$ cat src/rtl/fbpa_pkg.sv
`default_nettype none
// ============================================================================
// fbpa_pkg
// Shared types, codes and helpers of the fixed block pool allocator.
// ============================================================================
package fbpa_pkg;

    localparam int MAX_BLOCKS = 256;  // capacity of the link memory

    localparam int ADDR_W  = 32;  // byte addresses
    localparam int BYTES_W = 17;  // block_bytes register
    localparam int UNIT_W  = 18;  // block unit, 8..131072
    localparam int CNT_W   = 9;   // block counts and link values
    localparam int SPAN_W  = 27;  // count * unit
    localparam int QUO_W   = 9;   // quotient bits of the index divider
    localparam int STEP_W  = 4;   // divider step counter
    localparam int CFG_IDX_W = 2;

    localparam logic [CFG_IDX_W-1:0] CFG_BASE_ADDRESS = 2'd0;
    localparam logic [CFG_IDX_W-1:0] CFG_BLOCK_BYTES  = 2'd1;
    localparam logic [CFG_IDX_W-1:0] CFG_BLOCK_COUNT  = 2'd2;

    typedef enum logic [1:0] {
        MODE_ALLOC = 2'd0,
        MODE_FREE  = 2'd1,
        MODE_INIT  = 2'd2,
        MODE_NOP   = 2'd3
    } mode_t;

    typedef enum logic [1:0] {
        STATUS_OK    = 2'd0,
        STATUS_EMPTY = 2'd1,
        STATUS_BAD   = 2'd2,
        STATUS_FULL  = 2'd3
    } status_t;

    typedef enum logic [2:0] {
        S_IDLE,
        S_INIT_SWEEP,
        S_ALLOC_READ,
        S_ALLOC_UPDATE,
        S_FREE_CHECK,
        S_FREE_DIVIDE,
        S_FREE_UPDATE
    } state_t;

    // Commands from the controller to the datapath.
    typedef struct packed {
        logic    accept_init;
        logic    accept_free;
        logic    sweep_write;
        logic    alloc_commit;
        logic    div_load;
        logic    div_step;
        logic    free_commit;
        logic    report;
        status_t report_status;
    } dp_cmd_t;

    // Status from the datapath to the controller.
    typedef struct packed {
        logic sweep_done;
        logic pool_empty;
        logic out_of_range;
        logic div_last;
        logic free_bad;
        logic pool_full;
    } dp_stat_t;

    // Object size rounded up to a multiple of eight; zero counts as eight.
    function automatic logic [UNIT_W-1:0] unit_of(input logic [BYTES_W-1:0] bytes);
        logic [UNIT_W-1:0] b;
        b = (bytes == '0) ? UNIT_W'(8) : {1'b0, bytes};
        return (b + UNIT_W'(7)) & ~UNIT_W'(7);
    endfunction

endpackage
`default_nettype wire

$ cat src/rtl/fbpa_ram.sv
`default_nettype none
// ============================================================================
// fbpa_ram
// Generic single-write, single-read RAM with a registered read port.
// ============================================================================
module fbpa_ram #(
    parameter int WIDTH = 9,
    parameter int DEPTH = 256
) (
    input  wire logic                                 clk,
    input  wire logic                                 we,
    input  wire logic [((DEPTH > 1) ? $clog2(DEPTH) : 1)-1:0] waddr,
    input  wire logic [WIDTH-1:0]                     wdata,
    input  wire logic [((DEPTH > 1) ? $clog2(DEPTH) : 1)-1:0] raddr,
    output logic      [WIDTH-1:0]                     rdata
);

    logic [WIDTH-1:0] mem_reg [DEPTH];

    always_ff @(posedge clk)
    begin
        if (we)
        begin
            mem_reg[waddr] <= wdata;
        end
        rdata <= mem_reg[raddr];
    end

endmodule
`default_nettype wire

$ cat src/rtl/fbpa_ctrl.sv
`default_nettype none
// ============================================================================
// fbpa_ctrl
// Sequencer of the allocator: decodes a command and steps the datapath.
// ============================================================================
module fbpa_ctrl
    import fbpa_pkg::*;
(
    input  wire logic       clk,
    input  wire logic       rst_n,
    input  wire logic       start,
    input  wire logic [1:0] mode,
    input  wire dp_stat_t   stat,
    output dp_cmd_t         cmd,
    output logic            busy,
    output logic            done
);

    state_t state_reg, state_next;
    logic   done_reg;

    always_ff @(posedge clk or negedge rst_n)
    begin
        if (!rst_n)
        begin
            state_reg <= S_IDLE;
            done_reg  <= 1'b0;
        end
        else
        begin
            state_reg <= state_next;
            done_reg  <= cmd.report;
        end
    end

    always_comb
    begin
        state_next = state_reg;
        cmd        = '0;
        cmd.report_status = STATUS_OK;
        unique case (state_reg)
            S_IDLE:
            begin
                if (start)
                begin
                    unique case (mode_t'(mode))
                        MODE_ALLOC: state_next = S_ALLOC_READ;
                        MODE_FREE:
                        begin
                            cmd.accept_free = 1'b1;
                            state_next      = S_FREE_CHECK;
                        end
                        MODE_INIT:
                        begin
                            cmd.accept_init = 1'b1;
                            state_next      = S_INIT_SWEEP;
                        end
                        MODE_NOP:   cmd.report = 1'b1;
                        default:    cmd.report = 1'b1;
                    endcase
                end
            end
            S_INIT_SWEEP:
            begin
                if (stat.sweep_done)
                begin
                    cmd.report = 1'b1;
                    state_next = S_IDLE;
                end
                else
                begin
                    cmd.sweep_write = 1'b1;
                end
            end
            S_ALLOC_READ:
            begin
                if (stat.pool_empty)
                begin
                    cmd.report        = 1'b1;
                    cmd.report_status = STATUS_EMPTY;
                    state_next        = S_IDLE;
                end
                else
                begin
                    state_next = S_ALLOC_UPDATE;
                end
            end
            S_ALLOC_UPDATE:
            begin
                cmd.alloc_commit = 1'b1;
                cmd.report       = 1'b1;
                state_next       = S_IDLE;
            end
            S_FREE_CHECK:
            begin
                if (stat.out_of_range)
                begin
                    cmd.report        = 1'b1;
                    cmd.report_status = STATUS_BAD;
                    state_next        = S_IDLE;
                end
                else
                begin
                    cmd.div_load = 1'b1;
                    state_next   = S_FREE_DIVIDE;
                end
            end
            S_FREE_DIVIDE:
            begin
                cmd.div_step = 1'b1;
                if (stat.div_last)
                begin
                    state_next = S_FREE_UPDATE;
                end
            end
            S_FREE_UPDATE:
            begin
                cmd.report = 1'b1;
                state_next = S_IDLE;
                if (stat.free_bad)
                begin
                    cmd.report_status = STATUS_BAD;
                end
                else if (stat.pool_full)
                begin
                    cmd.report_status = STATUS_FULL;
                end
                else
                begin
                    cmd.free_commit = 1'b1;
                end
            end
            default:
            begin
                state_next = S_IDLE;
            end
        endcase
    end

    assign busy = (state_reg != S_IDLE);
    assign done = done_reg;

endmodule
`default_nettype wire

$ cat src/rtl/fbpa_dp.sv
`default_nettype none
// ============================================================================
// fbpa_dp
// Datapath: configuration, pool geometry, free list, index divider, results.
// ============================================================================
module fbpa_dp
    import fbpa_pkg::*;
(
    input  wire logic                 clk,
    input  wire logic                 rst_n,
    input  wire logic                 cfg_we,
    input  wire logic [CFG_IDX_W-1:0] cfg_index,
    input  wire logic [ADDR_W-1:0]    cfg_data,
    input  wire logic [ADDR_W-1:0]    block_address,
    input  wire dp_cmd_t              cmd,
    output dp_stat_t                  stat,
    output logic [ADDR_W-1:0]         granted_address,
    output logic [1:0]                status,
    output logic [CNT_W-1:0]          blocks_free
);

    localparam int IDX_W = (MAX_BLOCKS > 1) ? $clog2(MAX_BLOCKS) : 1;

    // Configuration registers.
    logic [ADDR_W-1:0]  cfg_base_reg;
    logic [BYTES_W-1:0] cfg_bytes_reg;
    logic [CNT_W-1:0]   cfg_count_reg;

    // Pool geometry latched by init, and free list control.
    logic [ADDR_W-1:0]  pool_base_reg;
    logic [UNIT_W-1:0]  pool_unit_reg;
    logic [CNT_W-1:0]   pool_count_reg;
    logic [SPAN_W-1:0]  span_reg;
    logic [SPAN_W-1:0]  prod_reg;
    logic [CNT_W-1:0]   head_reg;
    logic [CNT_W-1:0]   free_count_reg;
    logic [CNT_W-1:0]   sweep_cnt_reg;

    // Free path.
    logic [ADDR_W-1:0]  addr_reg;
    logic [SPAN_W-1:0]  rem_reg;
    logic [SPAN_W-1:0]  divisor_reg;
    logic [QUO_W-1:0]   quot_reg;
    logic [STEP_W-1:0]  step_reg;

    // Result registers.
    logic [ADDR_W-1:0]  granted_reg;
    status_t            status_reg;

    logic [CNT_W-1:0]   init_count;
    logic [ADDR_W-1:0]  offset;
    logic               rem_ge;
    logic               ram_we;
    logic [IDX_W-1:0]   ram_waddr;
    logic [CNT_W-1:0]   ram_wdata;
    logic [CNT_W-1:0]   link_rdata;

    always_comb
    begin
        if (32'(cfg_count_reg) > 32'(MAX_BLOCKS))
        begin
            init_count = CNT_W'(MAX_BLOCKS);
        end
        else
        begin
            init_count = cfg_count_reg;
        end
    end

    assign offset = addr_reg - pool_base_reg;
    assign rem_ge = (rem_reg >= divisor_reg);

    always_ff @(posedge clk or negedge rst_n)
    begin
        if (!rst_n)
        begin
            cfg_base_reg   <= '0;
            cfg_bytes_reg  <= BYTES_W'(8);
            cfg_count_reg  <= CNT_W'(256);
            pool_base_reg  <= '0;
            pool_unit_reg  <= UNIT_W'(8);
            pool_count_reg <= '0;
            head_reg       <= '0;
            free_count_reg <= '0;
        end
        else
        begin
            if (cfg_we)
            begin
                case (cfg_index)
                    CFG_BASE_ADDRESS: cfg_base_reg  <= cfg_data;
                    CFG_BLOCK_BYTES:  cfg_bytes_reg <= cfg_data[BYTES_W-1:0];
                    CFG_BLOCK_COUNT:  cfg_count_reg <= cfg_data[CNT_W-1:0];
                    default:          ;
                endcase
            end
            if (cmd.accept_init)
            begin
                pool_base_reg  <= cfg_base_reg;
                pool_unit_reg  <= unit_of(cfg_bytes_reg);
                pool_count_reg <= init_count;
                head_reg       <= '0;
                free_count_reg <= init_count;
            end
            if (cmd.alloc_commit)
            begin
                free_count_reg <= free_count_reg - CNT_W'(1);
                head_reg       <= (free_count_reg != CNT_W'(1)) ? link_rdata : '0;
            end
            if (cmd.free_commit)
            begin
                free_count_reg <= free_count_reg + CNT_W'(1);
                head_reg       <= CNT_W'(quot_reg);
            end
        end
    end

    // Payload registers: no reset needed.
    always_ff @(posedge clk)
    begin
        span_reg <= SPAN_W'(pool_count_reg) * SPAN_W'(pool_unit_reg);
        prod_reg <= SPAN_W'(head_reg) * SPAN_W'(pool_unit_reg);
        if (cmd.accept_init)
        begin
            sweep_cnt_reg <= '0;
        end
        else if (cmd.sweep_write)
        begin
            sweep_cnt_reg <= sweep_cnt_reg + CNT_W'(1);
        end
        if (cmd.accept_free)
        begin
            addr_reg <= block_address;
        end
        if (cmd.div_load)
        begin
            rem_reg     <= SPAN_W'(offset);
            divisor_reg <= SPAN_W'(pool_unit_reg) << (QUO_W - 1);
            quot_reg    <= '0;
            step_reg    <= '0;
        end
        else if (cmd.div_step)
        begin
            if (rem_ge)
            begin
                rem_reg <= rem_reg - divisor_reg;
            end
            quot_reg    <= {quot_reg[QUO_W-2:0], rem_ge};
            divisor_reg <= divisor_reg >> 1;
            step_reg    <= step_reg + STEP_W'(1);
        end
        if (cmd.report)
        begin
            granted_reg <= cmd.alloc_commit ? (pool_base_reg + ADDR_W'(prod_reg)) : '0;
            status_reg  <= cmd.report_status;
        end
    end

    always_comb
    begin
        ram_we    = cmd.sweep_write || cmd.free_commit;
        ram_waddr = IDX_W'(sweep_cnt_reg);
        ram_wdata = sweep_cnt_reg + CNT_W'(1);
        if (cmd.free_commit)
        begin
            ram_waddr = IDX_W'(quot_reg);
            ram_wdata = (free_count_reg != '0) ? head_reg : pool_count_reg;
        end
    end

    fbpa_ram #(
        .WIDTH (CNT_W),
        .DEPTH (MAX_BLOCKS)
    ) u_link_ram (
        .clk   (clk),
        .we    (ram_we),
        .waddr (ram_waddr),
        .wdata (ram_wdata),
        .raddr (IDX_W'(head_reg)),
        .rdata (link_rdata)
    );

    always_comb
    begin
        stat.sweep_done   = (sweep_cnt_reg == pool_count_reg);
        stat.pool_empty   = (free_count_reg == '0) || (32'(head_reg) >= 32'(MAX_BLOCKS));
        stat.out_of_range = (offset >= ADDR_W'(span_reg));
        stat.div_last     = (step_reg == STEP_W'(QUO_W - 1));
        stat.free_bad     = (rem_reg != '0) || (32'(quot_reg) >= 32'(MAX_BLOCKS));
        stat.pool_full    = (free_count_reg >= pool_count_reg);
    end

    assign granted_address = granted_reg;
    assign status          = status_reg;
    assign blocks_free     = free_count_reg;

endmodule
`default_nettype wire

$ cat src/rtl/fixed_block_pool_allocator_core.sv
`default_nettype none
// ============================================================================
// fixed_block_pool_allocator_core
// Fixed-size block pool with a free list linked by block index.
// ============================================================================
//
//  Channel   Handshake            Payload
//  --------  -------------------  ------------------------------------------
//  command   start, busy          mode, block_address
//  result    done (strobe)        granted_address, status, blocks_free
//  config    cfg_valid, cfg_ready cfg_index, cfg_data
//
// A command transaction is taken when start is high and busy is low; its
// result is marked by done for exactly one cycle, in the next cycle for a
// no-operation. An alloc reads the head, then updates the list. A free
// checks the address range and reports right after the check when it is out
// of range; else a restoring divider resolves one index bit per cycle, then
// the list is updated. An init writes one link entry per cycle through the
// single write port of the link memory. Busy is high while a command is in
// progress and never for a no-operation. The result side cannot stall.
// Reset is asynchronous and active low; it clears the controller, the free
// count and head, and the configuration and pool geometry registers, while
// the link memory is left unwritten until the first init.
//
// The configuration port is always ready. Its registers are read only when
// an init command is taken, which latches the pool geometry. A free first
// checks the address range against count * unit, then divides the offset by
// the unit; a nonzero remainder reports a bad address, and a free into a full
// pool reports full. An alloc pops the head and grants base + index * unit.

module fixed_block_pool_allocator_core
    import fbpa_pkg::*;
(
    input  wire logic                 clk,
    input  wire logic                 rst_n,

    input  wire logic                 start,
    output logic                      busy,
    input  wire logic [1:0]           mode,
    input  wire logic [ADDR_W-1:0]    block_address,

    output logic                      done,
    output logic [ADDR_W-1:0]         granted_address,
    output logic [1:0]                status,
    output logic [CNT_W-1:0]          blocks_free,

    input  wire logic                 cfg_valid,
    output logic                      cfg_ready,
    input  wire logic [CFG_IDX_W-1:0] cfg_index,
    input  wire logic [ADDR_W-1:0]    cfg_data
);

    dp_cmd_t  cmd;
    dp_stat_t stat;

    // Configuration must be written only while the pool is quiet; the block itself does not enforce this.
    assign cfg_ready = 1'b1;

    fbpa_ctrl u_ctrl (
        .clk   (clk),
        .rst_n (rst_n),
        .start (start),
        .mode  (mode),
        .stat  (stat),
        .cmd   (cmd),
        .busy  (busy),
        .done  (done)
    );

    fbpa_dp u_dp (
        .clk             (clk),
        .rst_n           (rst_n),
        .cfg_we          (cfg_valid && cfg_ready),
        .cfg_index       (cfg_index),
        .cfg_data        (cfg_data),
        .block_address   (block_address),
        .cmd             (cmd),
        .stat            (stat),
        .granted_address (granted_address),
        .status          (status),
        .blocks_free     (blocks_free)
    );

endmodule
`default_nettype wire

$ cat config.mk
export PLATFORM = sky130hd
export DESIGN_NAME = fixed_block_pool_allocator_core
export DESIGN_NICKNAME = d
export VERILOG_FILES = /design/src/rtl/fbpa_pkg.sv /design/src/rtl/fbpa_ram.sv /design/src/rtl/fbpa_ctrl.sv /design/src/rtl/fbpa_dp.sv /design/src/rtl/fixed_block_pool_allocator_core.sv
export SDC_FILE = /design/constraint.sdc
export NUM_CORES = 2
export LEC_CHECK = 0
export BUFFER_PORTS_ARGS = -buffer_cell sky130_fd_sc_hd__buf_2
export CAP_MARGIN = 20
export CORE_ASPECT_RATIO = 1.75
export CORE_MARGIN = 2
export CORE_UTILIZATION = 48
export DETAILED_ROUTE_END_ITERATION = 12
export PLACE_DENSITY = 0.6
export SYNTH_ARGS = -nofsm -noshare
export SYNTH_HDL_FRONTEND = slang
export SYNTH_SLANG_ARGS = --single-unit
$ cat constraint.sdc
create_clock -name clk -period 34.9 [get_ports clk]
set_input_delay 3.49 -clock clk [delete_from_list [all_inputs] [get_ports clk]]
set_output_delay 3.49 -clock clk [all_outputs]
set_load 0.01 [all_outputs]
==> results.md <==
* Max Fclk at 136 MHz
* Max-Cap Viols at 0
* Async set-reset flop share out of synthesis at 0.0516
* Final period util at 0.211
* Synthesized area per cell at 18.1 µm²
* P per Cell Area at 81.6 mW/mm²
* Non-Filler Instances at 9,736
* Relative slew slack at 0.173
* GRT Residual Overflow at 0
* RSZ-0062 raised after global routing: false
* Worst Setup EP: u_dp.divisor_reg[23]$_DFFE_PP_
* Worst VDD drop at 0.0000624 V
* Leakage at 41.4 nW
* Rows at 237
* Fin Setup TNS at 0 ns
* Crit path required time at 35.39 ns
* Number of instances in the placed design at 9,304
* R2r endpoint: u_dp.divisor_reg[23]$_DFFE_PP_
* Detailed placement HPWL at 193,000 µm
* Die Height at 649 µm
* Synth top area share at 0.635
* Clock skew at 0.0719 ns
* Worst R2R Path Depth at 20
* Hold-fix buffers, CTS at 0
* Root buf cell: clkbuf_16
* Post-Syn Instances at 6,319
* DR WL/cell at 30.6 µm
* Prevailing post-synth register cell: edfxtp_1
* Total die area at 0.242 mm²
* WHS at 0.459 ns
* Pin count of the biggest net entering global routing at 185
* CP dominant cell by count: ha_1
* DR DRC count at 0
* Worst stage delay on the critical path at 0.86 ns
* Least-Margin Pin Slew at 1.24 ns
* Tmin final at 7.38 ns
* CP Cell Sequence: inv_1 > ha_1 > nor2b_1 > o31a_1 > o41ai_2 > o21bai_1 > a21oi_1 > or3_1 > a31oi_1 > o41ai_1 > xnor2_1 > ha_1 > a21o_1 > a221oi_1 > a21boi_0 > nand3_1 > or4b_4 > nor4_4 > buf_4 > or2_1
* Core ar. at 0.238 mm²
* TritonCTS buffer count at 231
* R2R setup slack at 27.52 ns
* CTS resizes at 0
* Top Ports at 118
* Count of cell types in the netlist at 82
* Number of buffers added on ports at 116
* Crit start category: flip-flop
* Arr. time, crit path at 7.87 ns
* Leading area contributor after synthesis: edfxtp_1
* HP Class: flip-flop to flip-flop
* Setup Viol. Count Final at 0
* Synthesized area at 0.114 mm²
* Worst setup EP type: flip-flop
* Crit-path max FO at 68
* Drt total wl at 298,000 µm
* Overall routing resource usage at 0.246
* Final max-slew violation count at 0
* Largest register FFs at 2,304
* Syn_nets at 6,790
* Final ANT Viol Nets at 0
* Clock Latency Late Sink at 0.91 ns
* Pre-Repair DR Iteration Count at 8
* CTS clk-pin slew, worst paths at 0.06 ns
* Top post-synthesis cells by area: edfxtp_1 (63%), mux4_2 (15%), fa_1 (3.3%)
* Max Root-Sink Buffers at 4
* Placer Congestion at 0.951
* Postcts setup bufs at 0
* Number of global-route vias before repair at 61,000
* H-tree Lvls at 4
* Status: finished clean
* Reg-to-reg startpoint: u_dp.pool_base_reg[1]$_DFFE_PN0P_
* Horiz. Die Dim at 373 µm
* Final Hold Violating Endpoints at 0
* Number of synthesized flops with an enable pin at 2,415
* Kind of critical path: flip-flop to flip-flop
* Syn-to-layout area delta at 10.1%
* Initial Utilization at 0.481
* Share of cells above drive strength 1 at 0.216
* Worst setup startpoint: u_dp.pool_base_reg[1]$_DFFE_PN0P_
* Flops & latches, synth at 2,638
* Ys Warns at 0
* CP max stage cell: nor4_4
* Initial antenna violation count at 4
* DR iter-0 viols at 4,688
* Sequential share of the synthesized area at 0.680
* Number of nets in the layout at 6,915
* First-pass GRT wire length at 433,000 µm
* Via count at 58,200
* Via-to-Cell Ratio at 5.98
* TritonCTS clock tree: yes
* TritonCTS Sinks at 2,638
## cell usage in the layout, fill, tap and decap left out, drive strengths merged, types with 13 or more instances in the layout
| cell type | count |
|---|---|
| edfxtp | 2415 |
| mux4 | 765 |
| nand2 | 398 |
| nor2 | 379 |
| inv | 336 |
| clkbuf | 287 |
| buf | 228 |
| ha | 212 |
| fa | 187 |
| o21ai | 165 |
| dfrtp | 133 |
| a21oi | 121 |
| and2 | 114 |
| clkinv | 94 |
| dfxtp | 87 |
| xnor2 | 84 |
| mux2 | 66 |
| xor2 | 63 |
| nand3 | 45 |
| a21o | 45 |
| nor3 | 38 |
| o21a | 22 |
| or3 | 22 |
| nand3b | 21 |
| and3 | 21 |
| nor2b | 18 |
| nand4 | 18 |
| bufinv | 17 |
| a211oi | 16 |
| o211ai | 15 |
| nor4 | 15 |
| o21bai | 14 |
| nand2b | 14 |
| mux2i | 14 |
| a31oi | 13 |
## where the power goes
| group | internal, W | switching [W] | total (W) |
|---|---|---|---|
| clock network | 0.00136 | 0.00115 | 0.00250 |
| logic | 0.00137 | 0.00224 | 0.00361 |
| registers | 0.00396 | 0.000203 | 0.00416 |
| total | 0.00668 | 0.00359 | 0.0103 |
## metrics by stage
step	area (µm²)	total power, W	setup WS [ns]	utilization
after floorplan	114000	0.00667	20.37	-
after global placement	118000	0.00781	27.60	0.498
after detailed placement	118000	0.00786	27.58	0.499
after CTS	126000	0.0104	27.53	0.529
after global routing	126000	0.0107	27.04	0.530
final	126000	0.0103	27.52	0.530
## per-layer routing
layer / vias up / track usage / part of all wire
li1: 24800 / - / -
met1: 31200 / 0.285 / 0.36
met2: 1679 / 0.458 / 0.55
met3: 525 / 0.0252 / 0.042
met4: 4 / 0.114 / 0.052
met5: - / 0 / 0.000091
## area by class of cell
cell class	count	area, µm²
flip-flops and latches	2638	77700
repair buffers	229	1670
diodes	5	12.5
well taps	3107	3890
multi-input cells	3012	34200
clock buffers	286	6070
clock inverters	127	1080
inverters	332	1250
fillers	18700	112000
## Yosys cell counts, types with 21 or more instances
master and n:
edfxtp_1 2415, mux4_2 765, nand2_1 398, nor2_1 379, inv_1 332, clkbuf_1 241
ha_1 212, fa_1 187, o21ai_0 134, dfrtp_1 133, a21oi_1 121, and2_1 114
dfxtp_1 87, xnor2_1 84, xor2_1 63, mux2_2 62, buf_2 57, a21o_1 45
nand3_1 45, nor3_1 38, o21ai_1 31, buf_1 29, o21a_1 22, or3_1 22
and3_1 21, nand3b_1 21
## how the worst min path moves through the flow
stage,startpoint,end,slack (ns),depth (start not counted)
after detailed placement,u_dp.u_link_ram.rdata[7]$_DFF_P_,u_dp.head_reg[7]$_DFFE_PN0P_,0.44,2
after floorplan,u_dp.u_link_ram.rdata[0]$_DFF_P_,u_dp.head_reg[0]$_DFFE_PN0P_,0.42,2
after global routing,u_dp.u_link_ram.rdata[8]$_DFF_P_,u_dp.head_reg[8]$_DFFE_PN0P_,0.47,1
after global placement,u_dp.u_link_ram.rdata[7]$_DFF_P_,u_dp.head_reg[7]$_DFFE_PN0P_,0.44,2
after CTS,u_dp.u_link_ram.rdata[7]$_DFF_P_,u_dp.head_reg[7]$_DFFE_PN0P_,0.46,2
final,u_dp.u_link_ram.rdata[7]$_DFF_P_,u_dp.head_reg[7]$_DFFE_PN0P_,0.46,2
## critical path, delay by kind of cell (launching register included)
kind | cells | cell delay, ns
simple gates | 6 | 2.58
fa+ha+maj | 2 | 0.52
compound gates | 9 | 2.39
buf+inv | 2 | 0.83
flops | 1 | 0.40
xor+xnor | 1 | 0.22
## logic make-up after synthesis
family / after synthesis / synth area share
adder cells (fa/ha/maj): 399 / 0.0560
flip-flops: 2638 / 0.680
AND/OR/NAND/NOR: 1127 / 0.0445
multiplexers: 845 / 0.159
XOR/XNOR: 147 / 0.0113
buffers and inverters: 669 / 0.0229
AO/OA/AOI/OAI: 493 / 0.0271
other: 1 / 0.0000328
Power figures use the tool's default switching activity.
